===== src/design/carl_pkg.sv =====
`timescale 1ns / 1ps
`default_nettype none
package carl_pkg;

	localparam int TABLE_DEPTH = 4096;
	localparam int IDX_W       = $clog2(TABLE_DEPTH);
	localparam int LINEAR_SPAN = 10;

	localparam int CMD_W    = 1;
	localparam int SLOT_W   = 12;
	localparam int OFF_W    = 32;
	localparam int ADDR_W   = 64;
	localparam int SIZE_W   = 32;
	localparam int COUNT_W  = 13;
	localparam int STATUS_W = 2;

	localparam int PADDR_W = 5;
	localparam int PDATA_W = 64;
	localparam int REG_W   = 2;

	localparam logic [CMD_W-1:0] CMD_WRITE  = 1'b0;
	localparam logic [CMD_W-1:0] CMD_LOOKUP = 1'b1;

	localparam logic [REG_W-1:0] REG_WIN_START = 2'd0;
	localparam logic [REG_W-1:0] REG_WIN_SIZE  = 2'd1;
	localparam logic [REG_W-1:0] REG_MOD_BASE  = 2'd2;
	localparam logic [REG_W-1:0] REG_ENTRIES   = 2'd3;

	typedef enum logic [STATUS_W-1:0] {
		ST_FOUND   = 2'd0,
		ST_OUTSIDE = 2'd1,
		ST_NONE    = 2'd2
	} carl_status_t;

	typedef struct packed {
		logic [ADDR_W-1:0]  win_start;
		logic [SIZE_W-1:0]  win_size;
		logic [ADDR_W-1:0]  mod_base;
		logic [COUNT_W-1:0] entry_count;
	} carl_cfg_t;

	// controller to datapath
	typedef struct packed {
		logic wr_tbl;
		logic cap;
		logic init;
		logic rd_mid;
		logic bin_upd;
		logic rd_next;
		logic lin_upd;
		logic rd_hi;
		logic res_out;
		logic res_none;
		logic res_cmp;
		logic load_out;
	} carl_cmd_t;

	// datapath to controller
	typedef struct packed {
		logic outside;
		logic empty;
		logic bin_more;
		logic lin_more;
		logic rel_lt;
	} carl_sts_t;

endpackage
`default_nettype wire


===== src/design/carl_regs.sv =====
`timescale 1ns / 1ps
`default_nettype none
module carl_regs (
	input  wire logic                         clk,
	input  wire logic                         arst_n,
	input  wire logic                         psel,
	input  wire logic                         penable,
	input  wire logic                         pwrite,
	input  wire logic [carl_pkg::PADDR_W-1:0] paddr,
	input  wire logic [carl_pkg::PDATA_W-1:0] pwdata,
	output      logic [carl_pkg::PDATA_W-1:0] prdata,
	output      logic                         pready,
	output      carl_pkg::carl_cfg_t          cfg
);
	import carl_pkg::*;

	carl_cfg_t       cfg_q;
	logic [REG_W-1:0] reg_idx;
	logic            wr_en;

	assign reg_idx = paddr[PADDR_W-1:PADDR_W-REG_W];
	assign pready  = 1'b1;
	assign wr_en   = psel && penable && pwrite && pready;

	always_ff @(posedge clk or negedge arst_n) begin
		if (!arst_n) begin
			cfg_q <= '0;
		end else if (wr_en) begin
			case (reg_idx)
				REG_WIN_START: cfg_q.win_start   <= pwdata[ADDR_W-1:0];
				REG_WIN_SIZE:  cfg_q.win_size    <= pwdata[SIZE_W-1:0];
				REG_MOD_BASE:  cfg_q.mod_base    <= pwdata[ADDR_W-1:0];
				REG_ENTRIES:   cfg_q.entry_count <= pwdata[COUNT_W-1:0];
				default: ;
			endcase
		end
	end

	always_comb begin
		case (reg_idx)
			REG_WIN_START: prdata = PDATA_W'(cfg_q.win_start);
			REG_WIN_SIZE:  prdata = PDATA_W'(cfg_q.win_size);
			REG_MOD_BASE:  prdata = PDATA_W'(cfg_q.mod_base);
			REG_ENTRIES:   prdata = PDATA_W'(cfg_q.entry_count);
			default:       prdata = '0;
		endcase
	end

	assign cfg = cfg_q;
endmodule
`default_nettype wire


===== config.mk =====
export PLATFORM = sky130hd
export DESIGN_NAME = carl_regs
export DESIGN_NICKNAME = d
export VERILOG_FILES = /design/src/design/carl_pkg.sv /design/src/design/carl_regs.sv
export SDC_FILE = /design/constraint.sdc
export NUM_CORES = 1
export LEC_CHECK = 0
export ABC_AREA = 1
export BUFFER_PORTS_ARGS = -buffer_cell sky130_fd_sc_hd__buf_2
export CORE_MARGIN = 8
export CORE_UTILIZATION = 40
export CTS_BUF_LIST = sky130_fd_sc_hd__clkbuf_8
export DETAILED_ROUTE_END_ITERATION = 7
export HOLD_SLACK_MARGIN = 0.08
export PLACE_DENSITY_LB_ADDON = 0.05
export SLEW_MARGIN = 20
export SYNTH_ARGS = -nofsm -noshare
export SYNTH_HDL_FRONTEND = slang
export SYNTH_SLANG_ARGS = --single-unit
export TNS_END_PERCENT = 30

===== constraint.sdc =====
create_clock -name clk -period 1.4 [get_ports clk]
set_clock_uncertainty 0.2 [all_clocks]
set_input_delay 0.14 -clock clk [delete_from_list [all_inputs] [get_ports clk]]
set_output_delay 0.14 -clock clk [all_outputs]
set_load 0.03 [all_outputs]

Word level (Yosys, flattened, before mapping)
Index checks and enable logic that the tools add are counted.
Widths: inputs -> output; s select.
Cells by class
  reductions and logical operators: 7
  multiplexer cells: 1
  equality and inequality tests: 3
Operators with widths (number)
  $pmux 64 s4: 1
  $reduce_and 2->1: 4
  $eq 2x2->1 const B: 2
  $eq 2x1->1 const B: 1
  $logic_and 1x1->1: 2
  $logic_not 2->1: 1
Word-level totals
  output and inout port bits: 238
  input bits: 74
  register bits: 173
  word-level logic and storage cells: 15

Longest topological paths before layout
  depth after elaboration: 3
  depth in mapped cells: 7
  gate-level depth less buffers: 6

Worst setup path after synthesis
Ideal clock, no wire load.
  kind: input -> output
  start point: in paddr[4] (netlist name)
  end point: out prdata[32] (netlist name)
  setup slack: 0.030 ns
  required time: 1.060 ns
  cell stages on the path: 6
  buffers on the path: 3
  arrival time: 1.030 ns
  path through: buf_4 nor2_2 buf_4 buf_2 nand2_1 nand2_1
On the way
  word-level cells in the longest chain between the ends: 2
  elaborated cells on any way between the ends: 5
  classes of those cells: eq/ne (3); mux (1); reduce/logical (1)
RTL lines
  from (decl): line carl_regs.sv:9  | input wire logic [carl_pkg::PADDR_W-1:0] paddr,
  $eq 2x2->1, or another cell as far along: line carl_regs.sv:40  | case (reg_idx)
  $pmux 64 s4 *: line carl_regs.sv:40
  to (decl): line carl_regs.sv:11  | output logic [carl_pkg::PDATA_W-1:0] prdata,
Every way passes the cells marked *; elsewhere a longest branch is shown, timed or not.

Worst setup path after layout
  start point: reg cfg_q, in the netlist cfg[12]
  end point: out prdata[12] (netlist name)
On the way
  word-level cells in the longest chain between the ends: 1
RTL lines
  from (decl): line carl_regs.sv:17  | carl_cfg_t cfg_q;
  $pmux 64 s4: line carl_regs.sv:40
Every way passes these cells.

==> summary.md <==
| Metric | Value |
|---|---|
| Post-detailed-route count of antenna-violating nets | `0` |
| Final setup viols | `202` |
| Placed Instance Area | `9918 um2` |
| Cts bufs inserted | `17` |
| Post-route cell area | `14,320 um2` |
| Via count | `9,177` |
| Overall die area | `23,880 um2` |
| Xor and xnor area share after synthesis | `0%` |
| Number of distinct library cells after synthesis | `14` |
| Hold crit path type | `in -> async` |
| # placed instances | `1,549` |
| Post-layout instance count excluding filler cells | `1,823` |
| Flip-flop count of the largest register, all copies and words added | `173` |
| TritonCTS clock tree | `done` |
| Number of flip-flops and latches in the synthesized netlist | `173` |
| R2R Path End | `cfg[149]$_DFFE_PN0P_` |
| Vias in the first global route | `8,783` |
| Clock latency at the later pin of the worst-skew pair | `0.45 ns` |
| Mux share of post-synthesis cell area | `0%` |
| Highest attainable clock frequency | `0.5993 GHz` |
| Post-synthesis share of cell area spent on full adders, half adders and majority gates | `0%` |
| # nets final | `1,649` |
| Worst vdd rail ir drop | `0.0008129 V` |
| CTS H-Tree Depth | `4` |
| Result of the run | `finished with violations` |
| Simple-gate share of the synthesized area | `39.59%` |
| Global routing usage summed across all routing layers | `25.54%` |
| I/O pin total | `312` |
| Max Buffers Root-to-Sink | `2` |
| Leading cell types in the layout, fill and taps excluded | `sky130_fd_sc_hd__nand2_1 (672), sky130_fd_sc_hd__buf_6 (322), sky130_fd_sc_hd__dfrtp_1 (173), sky130_fd_sc_hd__buf_4 (120), sky130_fd_sc_hd__buf_2 (69)` |
| Synth warnings | `0` |
| Initial antenna violation count | `4` |
| Proportion of synthesized chip area in sequential cells | `56.39%` |
| Residual DRC count | `0` |
| Violated checks | `negative hold slack, negative setup slack` |
| Area used by multi-input combinational logic | `3216 um2` |
| Clock tree sinks | `173` |
| Number of input and output port buffers inserted | `307` |
| Fillcell total | `1,247` |
| Worst setup SP type | `flip-flop` |
| Tmin final | `1.669 ns` |
| Number of design-rule violations left by the first detailed-router iteration | `613` |
| Detailed-router iteration count before antenna repair | `5` |
| Synthesized area per cell | `7.624 um2` |
| Largest net degree at the start of global routing | `38` |
| Avg WL per Cell | `18.46 um` |
| Number of hold violations in the final report | `23` |
| Least setup slack across all paths after layout | `-0.2687 ns` |
| Initial core utilization | `40.91%` |
| Setup repair after global routing missed its margin | `yes` |
| Clock-pin slew reported for the worst setup and hold paths after clock tree synthesis | `0.09 ns` |
| Net count of the mapped netlist | `1,081` |
| Required time worst endpoint | `1.06 ns` |
| Max Transition Viols Final | `0` |
| Sort of element at the end of the critical path | `output port` |
| Critical Setup Path Class | `reg -> out` |
| Routed wire length | `33.66 mm` |
| Global-route wire length before repair | `48.17 mm` |
| Register-to-register setup slack | `0.27 ns` |
| Worst hold slack | `-0.04336 ns` |
| Max capacitance violation total | `0` |
| CP arrival | `1.33 ns` |
| Post-DP HPWL | `19.92 mm` |
| Weighted congestion reported at the end of routability-driven placement | `0.8304` |
| Width of the chip | `154.5 um` |
| Mapped Cells | `1,007` |
| Origin of the critical flop-to-flop path | `cfg[149]$_DFFE_PN0P_` |
| Leading cell type in the layout, fill and taps excluded | `sky130_fd_sc_hd__nand2_1` |
| Total core area | `18,770 um2` |
| Final period utilization | `119.2%` |
| Post-synthesis instance area | `7677 um2` |
| Ratio of total power to cell area | `1440 nW/um2` |
| Register area | `4329 um2` |
| Number of cell rows | `50` |
| Via density per instance | `5.034` |
| Signed area change from the synthesized netlist to the final layout | `86.46%` |
| Synth Area in Compound Gates | `0%` |
| Largest family of logic cells by synthesized area | `simple AND/OR/NAND/NOR gates` |
| Number of cells traversed by the worst register-to-register path | `4` |
| Post-CTS Hold Buffers | `66` |
| Height of the die | `154.5 um` |
| Root Buffer Master | `sky130_fd_sc_hd__clkbuf_8` |
| Share of post-route cells with drive strength above 1 | `39.00%` |
| Crit-path max FO | `3` |
| Total gr overflow | `0` |
| Leak Pwr | `7.902 nW` |
## timing repair
item | CTS | global route
setup buffers | 74 | 116
endpoints found under the hold margin | 346 | 25
endpoints found under the setup margin | 237 | 385
gates resized for setup | 505 | 119
gates cloned | 0 | 2
pin swaps | 107 | 59
## how the worst max path moves through the flow
stage                              startpoint    endpoint  slack, ns  cells after the start
final                     cfg[12]$_DFFE_PN0P_  prdata[12]      -0.27                      3
after global routing      cfg[12]$_DFFE_PN0P_  prdata[12]      -0.33                      3
after CTS                 cfg[89]$_DFFE_PN0P_  prdata[12]      -0.25                      3
after detailed placement             paddr[3]  prdata[17]      -0.06                      8
after global placement               paddr[4]  prdata[60]      -0.07                      7
after floorplan                      paddr[4]  prdata[32]       0.03                      6
## worst max-delay path, cell delays in order (launching register included)
cell and delay [ns]:
sky130_fd_sc_hd__dfrtp_1 0.43, sky130_fd_sc_hd__nand3_1 0.10, sky130_fd_sc_hd__nand4_1 0.17, sky130_fd_sc_hd__buf_6 0.19
## power breakdown
group | internal (mW) | leakage (nW) | switching [mW]
logic | 4.82 | 5.51 | 5.22
clock network | 1.63 | 0.190 | 1.91
registers | 6.01 | 2.20 | 1.02
total | 12.5 | 7.90 | 8.14
## final cells by class
type / count / area share [%]
clock inverter: 13 / 0.9702
antenna: 2 / 0.03496
tap: 234 / 2.045
sequential: 173 / 30.24
multi-input combinational: 773 / 22.46
inverter: 6 / 0.1573
timing repair buffer: 604 / 42.36
clock buffer: 18 / 1.731
## routing by layer
metal	routed length (um)	track usage, %
met3	2654	6.659
met4	1420	11.76
met1	12830	29.84
met2	16730	43.34
met5	22	0
## kinds of logic (layout without fill, tap and decap cells)
logic type,after synthesis,in the layout
other cells,1,3
simple gates,772,772
flops,173,173
buf+inv,61,641
## metrics by stage
stage	power, mW	setup slack (ns)	TNS [ns]	hold slack, ns	util, %
6_report	20.61	-0.2687	-17.60	-0.04336	76.27
5_1_grt	21.53	-0.3257	-29.90	-0.04777	76.27
4_1_cts	19.26	-0.2457	-14.63	-0.03928	69.95
3_5_place_dp	13.00	-0.06384	-2.567	-0.1067	52.85
3_3_place_gp	12.93	-0.06681	-1.623	-0.1097	52.85
2_1_floorplan	10.65	0.02975	0	-0.3556	-
## Yosys cell counts, drive strengths merged
cell type  number  share of area (%)
buf            45                3.2
clkbuf         10               0.49
nor2            6               0.62
dfrtp         173                 56
inv             6               0.29
nand4          13                1.1
nand2         694                 34
conb            1              0.049
nand3          59                3.9
Note: power is estimated with default switching activity, not from simulation.
