--- src/design/carl_pkg.sv ---
`timescale 1ns / 1ps
`default_nettype none
package carl_pkg;

	localparam int TABLE_DEPTH = 4096;
	localparam int IDX_W       = $clog2(TABLE_DEPTH);
	localparam int LINEAR_SPAN = 10;

	localparam int CMD_W    = 1;
	localparam int SLOT_W   = 12;
	localparam int OFF_W    = 32;
	localparam int ADDR_W   = 64;
	localparam int SIZE_W   = 32;
	localparam int COUNT_W  = 13;
	localparam int STATUS_W = 2;

	localparam int PADDR_W = 5;
	localparam int PDATA_W = 64;
	localparam int REG_W   = 2;

	localparam logic [CMD_W-1:0] CMD_WRITE  = 1'b0;
	localparam logic [CMD_W-1:0] CMD_LOOKUP = 1'b1;

	localparam logic [REG_W-1:0] REG_WIN_START = 2'd0;
	localparam logic [REG_W-1:0] REG_WIN_SIZE  = 2'd1;
	localparam logic [REG_W-1:0] REG_MOD_BASE  = 2'd2;
	localparam logic [REG_W-1:0] REG_ENTRIES   = 2'd3;

	typedef enum logic [STATUS_W-1:0] {
		ST_FOUND   = 2'd0,
		ST_OUTSIDE = 2'd1,
		ST_NONE    = 2'd2
	} carl_status_t;

	typedef struct packed {
		logic [ADDR_W-1:0]  win_start;
		logic [SIZE_W-1:0]  win_size;
		logic [ADDR_W-1:0]  mod_base;
		logic [COUNT_W-1:0] entry_count;
	} carl_cfg_t;

	// controller to datapath
	typedef struct packed {
		logic wr_tbl;
		logic cap;
		logic init;
		logic rd_mid;
		logic bin_upd;
		logic rd_next;
		logic lin_upd;
		logic rd_hi;
		logic res_out;
		logic res_none;
		logic res_cmp;
		logic load_out;
	} carl_cmd_t;

	// datapath to controller
	typedef struct packed {
		logic outside;
		logic empty;
		logic bin_more;
		logic lin_more;
		logic rel_lt;
	} carl_sts_t;

endpackage
`default_nettype wire

--- src/design/carl_ctrl.sv ---
`timescale 1ns / 1ps
`default_nettype none
module carl_ctrl (
	input  wire logic                       clk,
	input  wire logic                       arst_n,
	input  wire logic                       in_valid,
	input  wire logic [carl_pkg::CMD_W-1:0] in_command,
	output      logic                       in_ready,
	output      logic                       out_valid,
	input  wire logic                       out_ready,
	input  wire carl_pkg::carl_sts_t        sts,
	output      carl_pkg::carl_cmd_t        cmd
);
	import carl_pkg::*;

	typedef enum logic [3:0] {
		S_IDLE,
		S_RANGE,
		S_BIN_RD,
		S_BIN_CMP,
		S_LIN_RD,
		S_LIN_CMP,
		S_FIN_CMP,
		S_RESULT
	} state_t;

	state_t state_q, state_d;
	logic   out_valid_q;

	always_comb begin
		cmd     = '0;
		state_d = state_q;
		case (state_q)
			S_IDLE: begin
				if (in_valid) begin
					if (in_command == CMD_WRITE) begin
						cmd.wr_tbl = 1'b1;
					end else begin
						cmd.cap = 1'b1;
						state_d = S_RANGE;
					end
				end
			end
			S_RANGE: begin
				if (sts.outside) begin
					cmd.res_out = 1'b1;
					state_d     = S_RESULT;
				end else if (sts.empty) begin
					cmd.res_none = 1'b1;
					state_d      = S_RESULT;
				end else begin
					cmd.init = 1'b1;
					state_d  = S_BIN_RD;
				end
			end
			S_BIN_RD: begin
				if (sts.bin_more) begin
					cmd.rd_mid = 1'b1;
					state_d    = S_BIN_CMP;
				end else begin
					state_d = S_LIN_RD;
				end
			end
			S_BIN_CMP: begin
				cmd.bin_upd = 1'b1;
				state_d     = S_BIN_RD;
			end
			S_LIN_RD: begin
				if (sts.lin_more) begin
					cmd.rd_next = 1'b1;
					state_d     = S_LIN_CMP;
				end else begin
					cmd.rd_hi = 1'b1;
					state_d   = S_FIN_CMP;
				end
			end
			S_LIN_CMP: begin
				cmd.lin_upd = 1'b1;
				state_d     = S_LIN_RD;
			end
			S_FIN_CMP: begin
				cmd.res_cmp = 1'b1;
				state_d     = S_RESULT;
			end
			S_RESULT: begin
				if (!out_valid_q || out_ready) begin
					cmd.load_out = 1'b1;
					state_d      = S_IDLE;
				end
			end
			default: state_d = S_IDLE;
		endcase
	end

	always_ff @(posedge clk or negedge arst_n) begin
		if (!arst_n) begin
			state_q     <= S_IDLE;
			out_valid_q <= 1'b0;
		end else begin
			state_q <= state_d;
			if (cmd.load_out) begin
				out_valid_q <= 1'b1;
			end else if (out_ready) begin
				out_valid_q <= 1'b0;
			end
		end
	end

	assign in_ready  = (state_q == S_IDLE);
	assign out_valid = out_valid_q;
endmodule
`default_nettype wire

--- config.mk ---
export PLATFORM = sky130hd
export DESIGN_NAME = carl_ctrl
export DESIGN_NICKNAME = d
export VERILOG_FILES = /design/src/design/carl_pkg.sv /design/src/design/carl_ctrl.sv
export SDC_FILE = /design/constraint.sdc
export NUM_CORES = 1
export LEC_CHECK = 0
export ABC_AREA = 1
export BUFFER_PORTS_ARGS = -buffer_cell sky130_fd_sc_hd__buf_2
export CORE_AREA = 2 2 39 41
export CTS_CLUSTER_SIZE = 40
export DETAILED_ROUTE_END_ITERATION = 16
export DIE_AREA = 0 0 41 43
export PLACE_DENSITY = 0.56
export SLEW_MARGIN = 20
export SYNTH_ARGS = -nofsm -noshare
export SYNTH_HDL_FRONTEND = slang
export SYNTH_SLANG_ARGS = --single-unit
--- constraint.sdc ---
create_clock -name clk -period 1.1 [get_ports clk]
set_input_delay 0.22 -clock clk [delete_from_list [all_inputs] [get_ports clk]]
set_output_delay 0.22 -clock clk [all_outputs]
set_load 0.01 [all_outputs]
# After elaboration in Yosys (flattened, before gate mapping)
# Index checks and enable logic that the tools add are counted.
# word_totals
reg_bits,5
input_bits,10
output_inout_bits,14
# op_classes
eq_ne,10
muxes,32
reduce_logical,5
# op_table
op,n
one-hot mux 4 bit (8 select lines),1
2-to-1 mux 1 bit,21
equality test 4 x 3 -> 1 bit (second input constant),4
2-to-1 mux 4 bit,4
equality test 4 x 2 -> 1 bit (second input constant),2
2-to-1 mux 2 bit,4
2-to-1 mux 3 bit,2
!= test 2 bit (second input constant),3
equality test 4 x 1 -> 1 bit (second input constant),1
zero test 4 bit,1
AND reduction 3 bit,1
nonzero test 2 bit,1
zero test 1 bit,1
logical OR 1 bit,1

# Logic depth before layout (Yosys ltp)
# Gate-level depths: netlist of the first run.
# logic_depth
ltp_word,5
mapped_depth,8

# Worst setup path after synthesis of the first run
# OpenSTA, ideal clock, no wires.
# synth_timing
kind,flip-flop to output port
from,reg state_q[1]
to,out cmd[11] (netlist name)
arrival_ns,0.946
slack_ns,-0.066
path_stages_with_launch,6
n_path_buf,0
cell_sequence,dfrtp_1 nor2_2 nand2_2 inv_2 nand2_1 nor2_1
# synth_rtl
item,line_no,source
"start, declared",carl_ctrl.sv:27,"state_t state_q, state_d;"
"start signal, assigned",carl_ctrl.sv:100,state_q <= state_d;
"end, declared",carl_ctrl.sv:12,output carl_pkg::carl_cmd_t cmd

==> reports/qor_table.md, run 1 <==
| Step | Result | This run |
| --- | --- | --- |
| global route | Overflow after GRT | 0 |
| clocking | Number of buffers created by CTS | 3 |
| die | I/O pins | 24 |
| routing | Remaining number of nets flagged by the antenna check after routing | 0 |
| power | Net Sw Power | 860 uW |
| power | Sequential fraction of design power | 0.166 |
| finish | Layout Nets | 109 |
| routing | Post-DR wirelength/cell | 9.12 um |
| timing | Count of final hold-check violations | 0 |
| setup path | Startpoint types | flop |
| timing | Final Critical Period | 1.42 ns |
| placed design | Port buffer count | 22 |
| clocking | Clk root buf | sky130_fd_sc_hd__clkbuf_4 |
| power | Leakage | 0.000418 uW |
| synth | Total of warnings raised by yosys | 0 |
| finish | Number of standard cells in the final layout excluding fillers | 113 |
| clocking | Clock input transition at the sequential cells of the worst setup and hold paths | 0.04 ns |
| finish | Ant diodes | 0 |
| global route | Number of antenna violations at the first check in global routing | 0 |
| power | Comb pwr share | 0.734 |
| global route | Overall track demand over capacity in global routing | 0.134 |
| clocking | H-tree levels | 1 |
| synth | Number of standard cells after synthesis | 58 |
| routing | Number of vias per cell after detailed routing | 4.15 |
| timing | Worst setup skew after layout | 0.00304 ns |
| routing | Total length of routed wires | 1.03 mm |
| timing | Highest clock rate | 706 MHz |
| finish | Most common cell after layout, fill and taps aside | sky130_fd_sc_hd__buf_2 |
| setup path | Worst path arrival time | 1.20 ns |
| placed design | Minimum setup slack after placement | -0.0845 ns |
| power | Clk network pwr share | 0.101 |
| setup path | Crit Path Max Fanout | 3 |
| timing | Share of the clock period used by the worst path after layout | 1.29 |
| die | Vertical die dimension | 43 um |
| finish | Fill cell count | 135 |
| placed design | Placed cells | 104 |
| power | Power Density | 2560 nW/um^2 |
| synth | Cell variety after synth | 16 |
| clocking | CTS tree | built |
| timing | Final count of pins violating max slew | 0 |
| worst hold path | Worst min path class | in -> reg |
| finish | Non-Filler Cell Area, Final | 733 sq um |
| routing | Iteration-0 DRC Markers | 7 |
| synth | Post-synthesis net count | 68 |
| die | Die area | 1760 sq um |
| timing | Rel. slew slack | 0.869 |
| finish | Fraction of layout cells with a size suffix above 1 | 0.639 |
| die | Cell row count | 14 |
| finish | Register Area | 101 sq um |
| placed design | HPWL after detailed placement | 751 um |
| routing | First drt pass iteration count | 4 |
| timing | Slew at the pin closest to its max-slew limit | 0.195 ns |
| finish | Area Overhead vs Synth | 105% |
| run | Max-cap violations | 0 |
| die | Std-Cell Core Area | 1380 sq um |
| synth | Fraction of the yosys area taken by sequential cells | 0.280 |
| die | Width of the die | 41 um |
| synth | Register bit count reported by yosys | 4 |
| global route | Largest net degree at the start of global routing | 7 |
| timing | Minimum hold slack | 0.195 ns |
| routing | Routed vias | 469 |
| global route | Via count of the first global-routing pass | 412 |
| power | Peak supply drop | 0.930 mV |
| clocking | TritonCTS sink count | 4 |
| finish | Combined area of the multi-input logic cells | 258 sq um |
| power | Cell-internal power | 1020 uW |
| placed design | Cell area after placement | 556 sq um |
| clocking | Clk Latency, worst-skew pair | 0.24 ns |
| outcome | Violated checks | setup timing |
| outcome | Run status | finished with violations |
| setup path | Category of the most critical setup path | reg -> out |
| clocking | Clock buffer depth | 2 |
| routing | DRC violation count after routing | 0 |
| synth | Post-synthesis cell area | 358 sq um |
| placed design | Routability congestion estimate from global placement | 0.680 |
| setup path | Critical path capture point type | output port |
| timing | Final number of setup-violating endpoints | 15 |
| die | Initial Utilization | 0.259 |
| setup path | Data required time of the critical path | 0.88 ns |
| global route | Wire length of the first global-routing pass | 1.56 mm |
| timing | Crit path setup slack, layout | -0.316 ns |
| timing | Setup repair after global routing missed its margin | yes |
| power | Proportion of total power due to net switching | 0.457 |
| synth | Mapped Avg Cell Area | 6.17 sq um |
| finish | Most used cells in the layout excluding fill and tap cells | sky130_fd_sc_hd__buf_2 (18), sky130_fd_sc_hd__nand2_1 (10), sky130_fd_sc_hd__inv_1 (9), sky130_fd_sc_hd__buf_6 (9), sky130_fd_sc_hd__buf_4 (8) |
-- final timing paths --
kind	endpoint	slack [ns]	cells past startpoint	from
setup / recovery	cmd[11]	-0.32	6	state_q[0]$_DFFE_PN0P_
hold / removal	out_valid$_DFFE_PN0P_	0.20	2	out_ready
setup reg to reg	state_q[0]$_DFFE_PN0P_	-0.07	9	state_q[0]$_DFFE_PN0P_
hold reg to reg	out_valid$_DFFE_PN0P_	0.55	2	out_valid$_DFFE_PN0P_
max in group asynchronous	state_q[1]$_DFFE_PN0P_	0.66	2	arst_n
min in group asynchronous	state_q[0]$_DFFE_PN0P_	0.31	2	arst_n
-- state kept, by name, indices dropped and copies added (netlist names) --
signal,flops
out_valid,1
state_q,3
-- critical path: stages, from the launching register on --
cell	delay, ns
sky130_fd_sc_hd__dfrtp_1	0.42
sky130_fd_sc_hd__nor2_4	0.15
sky130_fd_sc_hd__nand2_2	0.08
sky130_fd_sc_hd__inv_2	0.06
sky130_fd_sc_hd__nand2_1	0.05
sky130_fd_sc_hd__nor2_2	0.07
sky130_fd_sc_hd__buf_2	0.13
-- power by group through the flow --
stage	logic (uW)	clock network, uW	registers, uW
floorplan	515	0	320
global placement	929	0	289
detailed placement	938	0	291
CTS	1280	192	313
global route	1510	205	322
finish	1380	189	311
-- what timing repair did --
action                                  CTS  global route
buffers inserted                          4             1
resized for setup                        18             9
pin swaps                                 3             5
hold endpoints to repair                  4             0
endpoints found under the setup margin   15            16
hold buffers                              1             0
-- through the flow --
step                utilization  power (uW)  setup TNS [ns]
finish                    0.530        1880           -3.31
global route              0.530        2030           -4.37
CTS                       0.505        1790           -3.41
detailed placement        0.401        1230          -0.239
global placement          0.401        1220          -0.212
floorplan                     -         834         -0.0349
-- cells by family after synthesis --
family,count (synthesis),synth area share
buffers and inverters,16,0.175
AO/OA/AOI/OAI,3,0.0455
AND/OR/NAND/NOR,35,0.500
flip-flops,4,0.280
-- synthesized netlist by cell type (all sizes together) --
| library cell | instances | area, sq um |
|---|---|---|
| a31oi | 1 | 6.26 |
| nor2 | 13 | 63.8 |
| nor3 | 2 | 10.0 |
| o21ai | 2 | 10.0 |
| nand2 | 13 | 56.3 |
| nand4 | 2 | 18.8 |
| dfrtp | 4 | 100 |
| nand3 | 5 | 30.0 |
| inv | 16 | 62.6 |
-- final cells by class --
class,instances,share of cell area
tap,16,0.0273
clock buffer,3,0.0307
inverter,16,0.0956
timing repair buffer,36,0.357
multi-input combinational,38,0.352
sequential,4,0.138
-- metal layers --
metal	vias up	GRT usage	routed length (um)
met1	198	0.140	401
li1	256	-	-
met4	0	0.100	13
met3	2	0.0157	32
met2	13	0.225	583
met5	-	0	0
Power figures use the tool's default switching activity.
==> run 2: changes to the inputs <==
--- a/config.mk
+++ b/config.mk
@@ -5,13 +5,12 @@
 export SDC_FILE = /design/constraint.sdc
 export NUM_CORES = 1
 export LEC_CHECK = 0
-export ABC_AREA = 1
 export BUFFER_PORTS_ARGS = -buffer_cell sky130_fd_sc_hd__buf_2
 export CORE_AREA = 2 2 39 41
 export CTS_CLUSTER_SIZE = 40
 export DETAILED_ROUTE_END_ITERATION = 16
 export DIE_AREA = 0 0 41 43
-export PLACE_DENSITY = 0.56
+export PLACE_DENSITY = 0.55
 export SLEW_MARGIN = 20
 export SYNTH_ARGS = -nofsm -noshare
 export SYNTH_HDL_FRONTEND = slang
==> run 2 against run 1 <==
Against the previous run: the run still ends with setup timing left; cell count down 12%; area after synthesis down 3.5%; critical path depth down 3; critical path type unchanged.
==> reports/qor_table.md, run 2 <==
| Step | Result | This run | Delta |
| --- | --- | --- | --- |
| setup path | Length in cells of the worst reg-to-reg path | 6 | was 9 |
| routing | Remaining number of nets flagged by the antenna check after routing | 0 | unchanged |
| setup path | Critical Path Start | state_q[1]$_DFFE_PN0P_ | was state_q[0]$_DFFE_PN0P_ |
| timing | Worst setup skew after layout | 0.00280 ns | was 0.00304 ns |
| synth | Register bit count reported by yosys | 4 | unchanged |
| global route | Number of antenna violations at the first check in global routing | 0 | unchanged |
| finish | Most flop-heavy register | state_q | unchanged |
| finish | Number of standard cells in the final layout excluding fillers | 100 | was 113 |
| clocking | Clock input transition at the sequential cells of the worst setup and hold paths | 0.04 ns | about the same |
| worst hold path | Worst min path class | in -> reg | unchanged |
| routing | Total length of routed wires | 1.01 mm | was 1.03 mm |
| outcome | Run status | finished with violations | unchanged |
| finish | Ant diodes | 0 | unchanged |
| synth | Post-synthesis async set-or-reset flop share | 1.00 | unchanged |
| finish | Most used cells in the layout excluding fill and tap cells | sky130_fd_sc_hd__buf_2 (22), sky130_fd_sc_hd__buf_4 (8), sky130_fd_sc_hd__nand2_1 (6), sky130_fd_sc_hd__nor2_1 (6) | was sky130_fd_sc_hd__buf_2 (18), sky130_fd_sc_hd__nand2_1 (10), sky130_fd_sc_hd__inv_1 (9), sky130_fd_sc_hd__buf_6 (9), sky130_fd_sc_hd__buf_4 (8) |
| routing | Post-DR wirelength/cell | 10.1 um | was 9.12 um |
| outcome | Violated checks | setup timing | unchanged |
| synth | Post-synthesis net count | 58 | was 68 |
| global route | Wire length of the first global-routing pass | 1.69 mm | was 1.56 mm |
| die | Cell row count | 14 | unchanged |
| die | Std-Cell Core Area | 1380 sq um | unchanged |
| clocking | Number of buffers created by CTS | 3 | unchanged |
| synth | Post-synth top area share | 0.290 | was 0.280 |
| clocking | H-tree levels | 1 | unchanged |
| synth | Total of warnings raised by yosys | 0 | unchanged |
| synth | Cell variety after synth | 20 | was 16 |
| finish | Fraction of layout cells with a size suffix above 1 | 0.595 | was 0.639 |
| setup path | Worst setup slack for register-to-register paths | -0.23 ns | was -0.07 ns |
| timing | Final count of pins violating max slew | 0 | unchanged |
| setup path | R2r endpoint | state_q[0]$_DFFE_PN0P_ | unchanged |
| timing | Rel. slew slack | 0.840 | was 0.869 |
| routing | Iteration-0 DRC Markers | 1 | was 7 |
| synth | Post-synthesis cell area | 345 sq um | was 358 sq um |
| placed design | Placed cells | 87 | was 104 |
| finish | Register Area | 100 sq um | was 101 sq um |
| run | Max-cap violations | 0 | unchanged |
| timing | Setup repair after global routing missed its margin | yes | unchanged |
| timing | Final number of setup-violating endpoints | 16 | was 15 |
| clocking | Clk Latency, worst-skew pair | 0.25 ns | was 0.24 ns |
| setup path | Critical path capture point type | output port | unchanged |
| placed design | Minimum setup slack after placement | -0.236 ns | was -0.0845 ns |
| global route | Largest net degree at the start of global routing | 14 | was 7 |
| clocking | Clock buffer depth | 2 | unchanged |
| setup path | Crit Path Max Fanout | 3 | unchanged |
| global route | Overflow after GRT | 0 | unchanged |
| die | Die area | 1760 sq um | unchanged |
| global route | Via count of the first global-routing pass | 442 | was 412 |
| clocking | TritonCTS sink count | 4 | unchanged |
| routing | Routed vias | 458 | was 469 |
| timing | Count of final hold-check violations | 0 | unchanged |
| clocking | Clk root buf | sky130_fd_sc_hd__clkbuf_4 | unchanged |
| setup path | Startpoint of the lowest-slack register-to-register path | state_q[1]$_DFFE_PN0P_ | was state_q[0]$_DFFE_PN0P_ |
| synth | Top cells by area in the synthesized netlist | sky130_fd_sc_hd__dfrtp_1 (29%), sky130_fd_sc_hd__nor3_1 (10%), sky130_fd_sc_hd__nor2_1 (7.6%) | was sky130_fd_sc_hd__dfrtp_1 (28%), sky130_fd_sc_hd__inv_1 (13%), sky130_fd_sc_hd__nand2_1 (10%) |
| placed design | Routability congestion estimate from global placement | 0.709 | was 0.680 |
| timing | Crit path setup slack, layout | -0.472 ns | was -0.316 ns |
| die | Vertical die dimension | 43 um | unchanged |
| finish | Area Overhead vs Synth | 99.3% | was 105% |
| synth | Synth area leader | sky130_fd_sc_hd__dfrtp_1 | unchanged |
| timing | Highest clock rate | 636 MHz | was 706 MHz |
| finish | Most common cell after layout, fill and taps aside | sky130_fd_sc_hd__buf_2 | unchanged |
| setup path | Worst path arrival time | 1.35 ns | was 1.20 ns |
| synth | Number of flops mapped to enable cells by yosys | 0 | unchanged |
| power | Leakage | 0.000360 uW | was 0.000418 uW |
| routing | First drt pass iteration count | 4 | unchanged |
| die | I/O pins | 24 | unchanged |
| timing | Share of the clock period used by the worst path after layout | 1.43 | was 1.29 |
| setup path | Startpoint types | flop | unchanged |
| die | Width of the die | 41 um | unchanged |
| synth | Mapped Avg Cell Area | 7.19 sq um | was 6.17 sq um |
| setup path | Category of the most critical setup path | reg -> out | unchanged |
| placed design | Port buffer count | 22 | unchanged |
| finish | Layout Nets | 96 | was 109 |
| synth | Number of standard cells after synthesis | 48 | was 58 |
| synth | Commonest cells post-synth | sky130_fd_sc_hd__nor2_1 (7), sky130_fd_sc_hd__nor3_1 (7), sky130_fd_sc_hd__nand2_1 (6), sky130_fd_sc_hd__dfrtp_1 (4), sky130_fd_sc_hd__nor2b_1 (4) | was sky130_fd_sc_hd__inv_1 (12), sky130_fd_sc_hd__nand2_1 (10), sky130_fd_sc_hd__nor2_1 (9), sky130_fd_sc_hd__dfrtp_1 (4), sky130_fd_sc_hd__nand3_1 (4) |
| finish | Largest register FFs | 3 | unchanged |
| finish | Fill cell count | 139 | was 135 |
| setup path | Critical Path End | cmd[2] | was cmd[11] |
| power | Peak supply drop | 1.04 mV | was 0.930 mV |
| power | Power Density | 2610 nW/um^2 | was 2560 nW/um^2 |
| finish | Combined area of the multi-input logic cells | 298 sq um | was 258 sq um |
| timing | Slew at the pin closest to its max-slew limit | 0.239 ns | was 0.195 ns |
| synth | Fraction of the yosys area taken by sequential cells | 0.290 | was 0.280 |
| routing | Number of vias per cell after detailed routing | 4.58 | was 4.15 |
| setup path | Data required time of the critical path | 0.88 ns | about the same |
| global route | Overall track demand over capacity in global routing | 0.147 | was 0.134 |
| synth | Most used DFF post-synth | sky130_fd_sc_hd__dfrtp_1 | unchanged |
| die | Initial Utilization | 0.250 | was 0.259 |
| routing | DRC violation count after routing | 0 | unchanged |
| clocking | CTS tree | built | unchanged |
| placed design | HPWL after detailed placement | 659 um | was 751 um |
| worst hold path | Critical hold path startpoint | out_ready | unchanged |
| timing | Final Critical Period | 1.57 ns | was 1.42 ns |
==> run 2: cell types whose count changed after synthesis, sizes merged, moves of 4 or more <==
cell   change
inv       -14
nand2      -7
nor2       -6
nor3       +5
nand3      -4
nor2b      +4
==> run 2: worst min path at each step <==
stage | endpoint | slack, ns | depth (start not counted)
floorplan | out_valid$_DFFE_PN0P_ | -0.08 | 0
global placement | out_valid$_DFFE_PN0P_ | 0.03 | 1
detailed placement | out_valid$_DFFE_PN0P_ | 0.03 | 1
CTS | out_valid$_DFFE_PN0P_ | 0.26 | 3
global route | out_valid$_DFFE_PN0P_ | 0.29 | 3
finish | out_valid$_DFFE_PN0P_ | 0.26 | 3
==> run 2: logic make-up (layout without fill, tap and decap cells) <==
logic type | count (synthesis) | in the layout | share of synthesized area
and+or+nand+nor | 34 | 34 | 0.547
DFF | 4 | 4 | 0.290
AOI/OAI and AO/OA | 5 | 5 | 0.0978
buffers and inverters | 5 | 41 | 0.0652
==> run 2: final cells by class <==
| type | count | share of cell area |
|---|---|---|
| Sequential cell | 4 | 0.145 |
| Timing Repair Buffer | 36 | 0.349 |
| Inverter | 2 | 0.0109 |
| Tap cell | 16 | 0.0291 |
| Multi-Input combinational cell | 39 | 0.433 |
| Clock buffer | 3 | 0.0327 |
==> run 2: timing repair <==
action | in CTS | in global routing
hold buffers | 1 | 0
resized for setup | 9 | 4
endpoints found under the hold margin | 4 | 0
pin swaps | 4 | 1
endpoints found under the setup margin | 15 | 17
setup buffers | 9 | 1
==> run 2: worst max-delay path, cell delays in order, from the launching register on <==
cell	delay (ns)
sky130_fd_sc_hd__dfrtp_1	0.37
sky130_fd_sc_hd__or3b_4	0.43
sky130_fd_sc_hd__nor3b_4	0.16
sky130_fd_sc_hd__buf_2	0.14
==> run 2: layer usage <==
| metal | track usage | share of wire | vias to the layer above | wire [um] |
|---|---|---|---|---|
| met5 | 0 | 0 | - | 0 |
| li1 | - | - | 239 | - |
| met3 | 0.0314 | 0.073 | 3 | 74 |
| met4 | 0.120 | 0.031 | 0 | 31 |
| met2 | 0.225 | 0.50 | 15 | 500 |
| met1 | 0.162 | 0.40 | 201 | 402 |
==> run 2: stage by stage <==
| stage | power, uW | hold slack [ns] | setup TNS, ns | cell area (sq um) | util |
|---|---|---|---|---|---|
| floorplan | 904 | -0.0756 | -0.682 | 389 | - |
| global placement | 1190 | 0.0267 | -1.31 | 534 | 0.386 |
| detailed placement | 1200 | 0.0282 | -1.40 | 534 | 0.386 |
| CTS | 1740 | 0.256 | -4.87 | 669 | 0.484 |
| global route | 1950 | 0.291 | -5.96 | 688 | 0.497 |
| finish | 1800 | 0.258 | -4.78 | 688 | 0.497 |
==> run 2: power by group <==
| group | switching, uW | internal (uW) | leakage, uW | total, uW |
|---|---|---|---|---|
| combinational | 626 | 705 | 0.000300 | 1330 |
| sequential | 47.7 | 223 | 0.0000467 | 271 |
| clock | 72.1 | 123 | 0.0000138 | 195 |
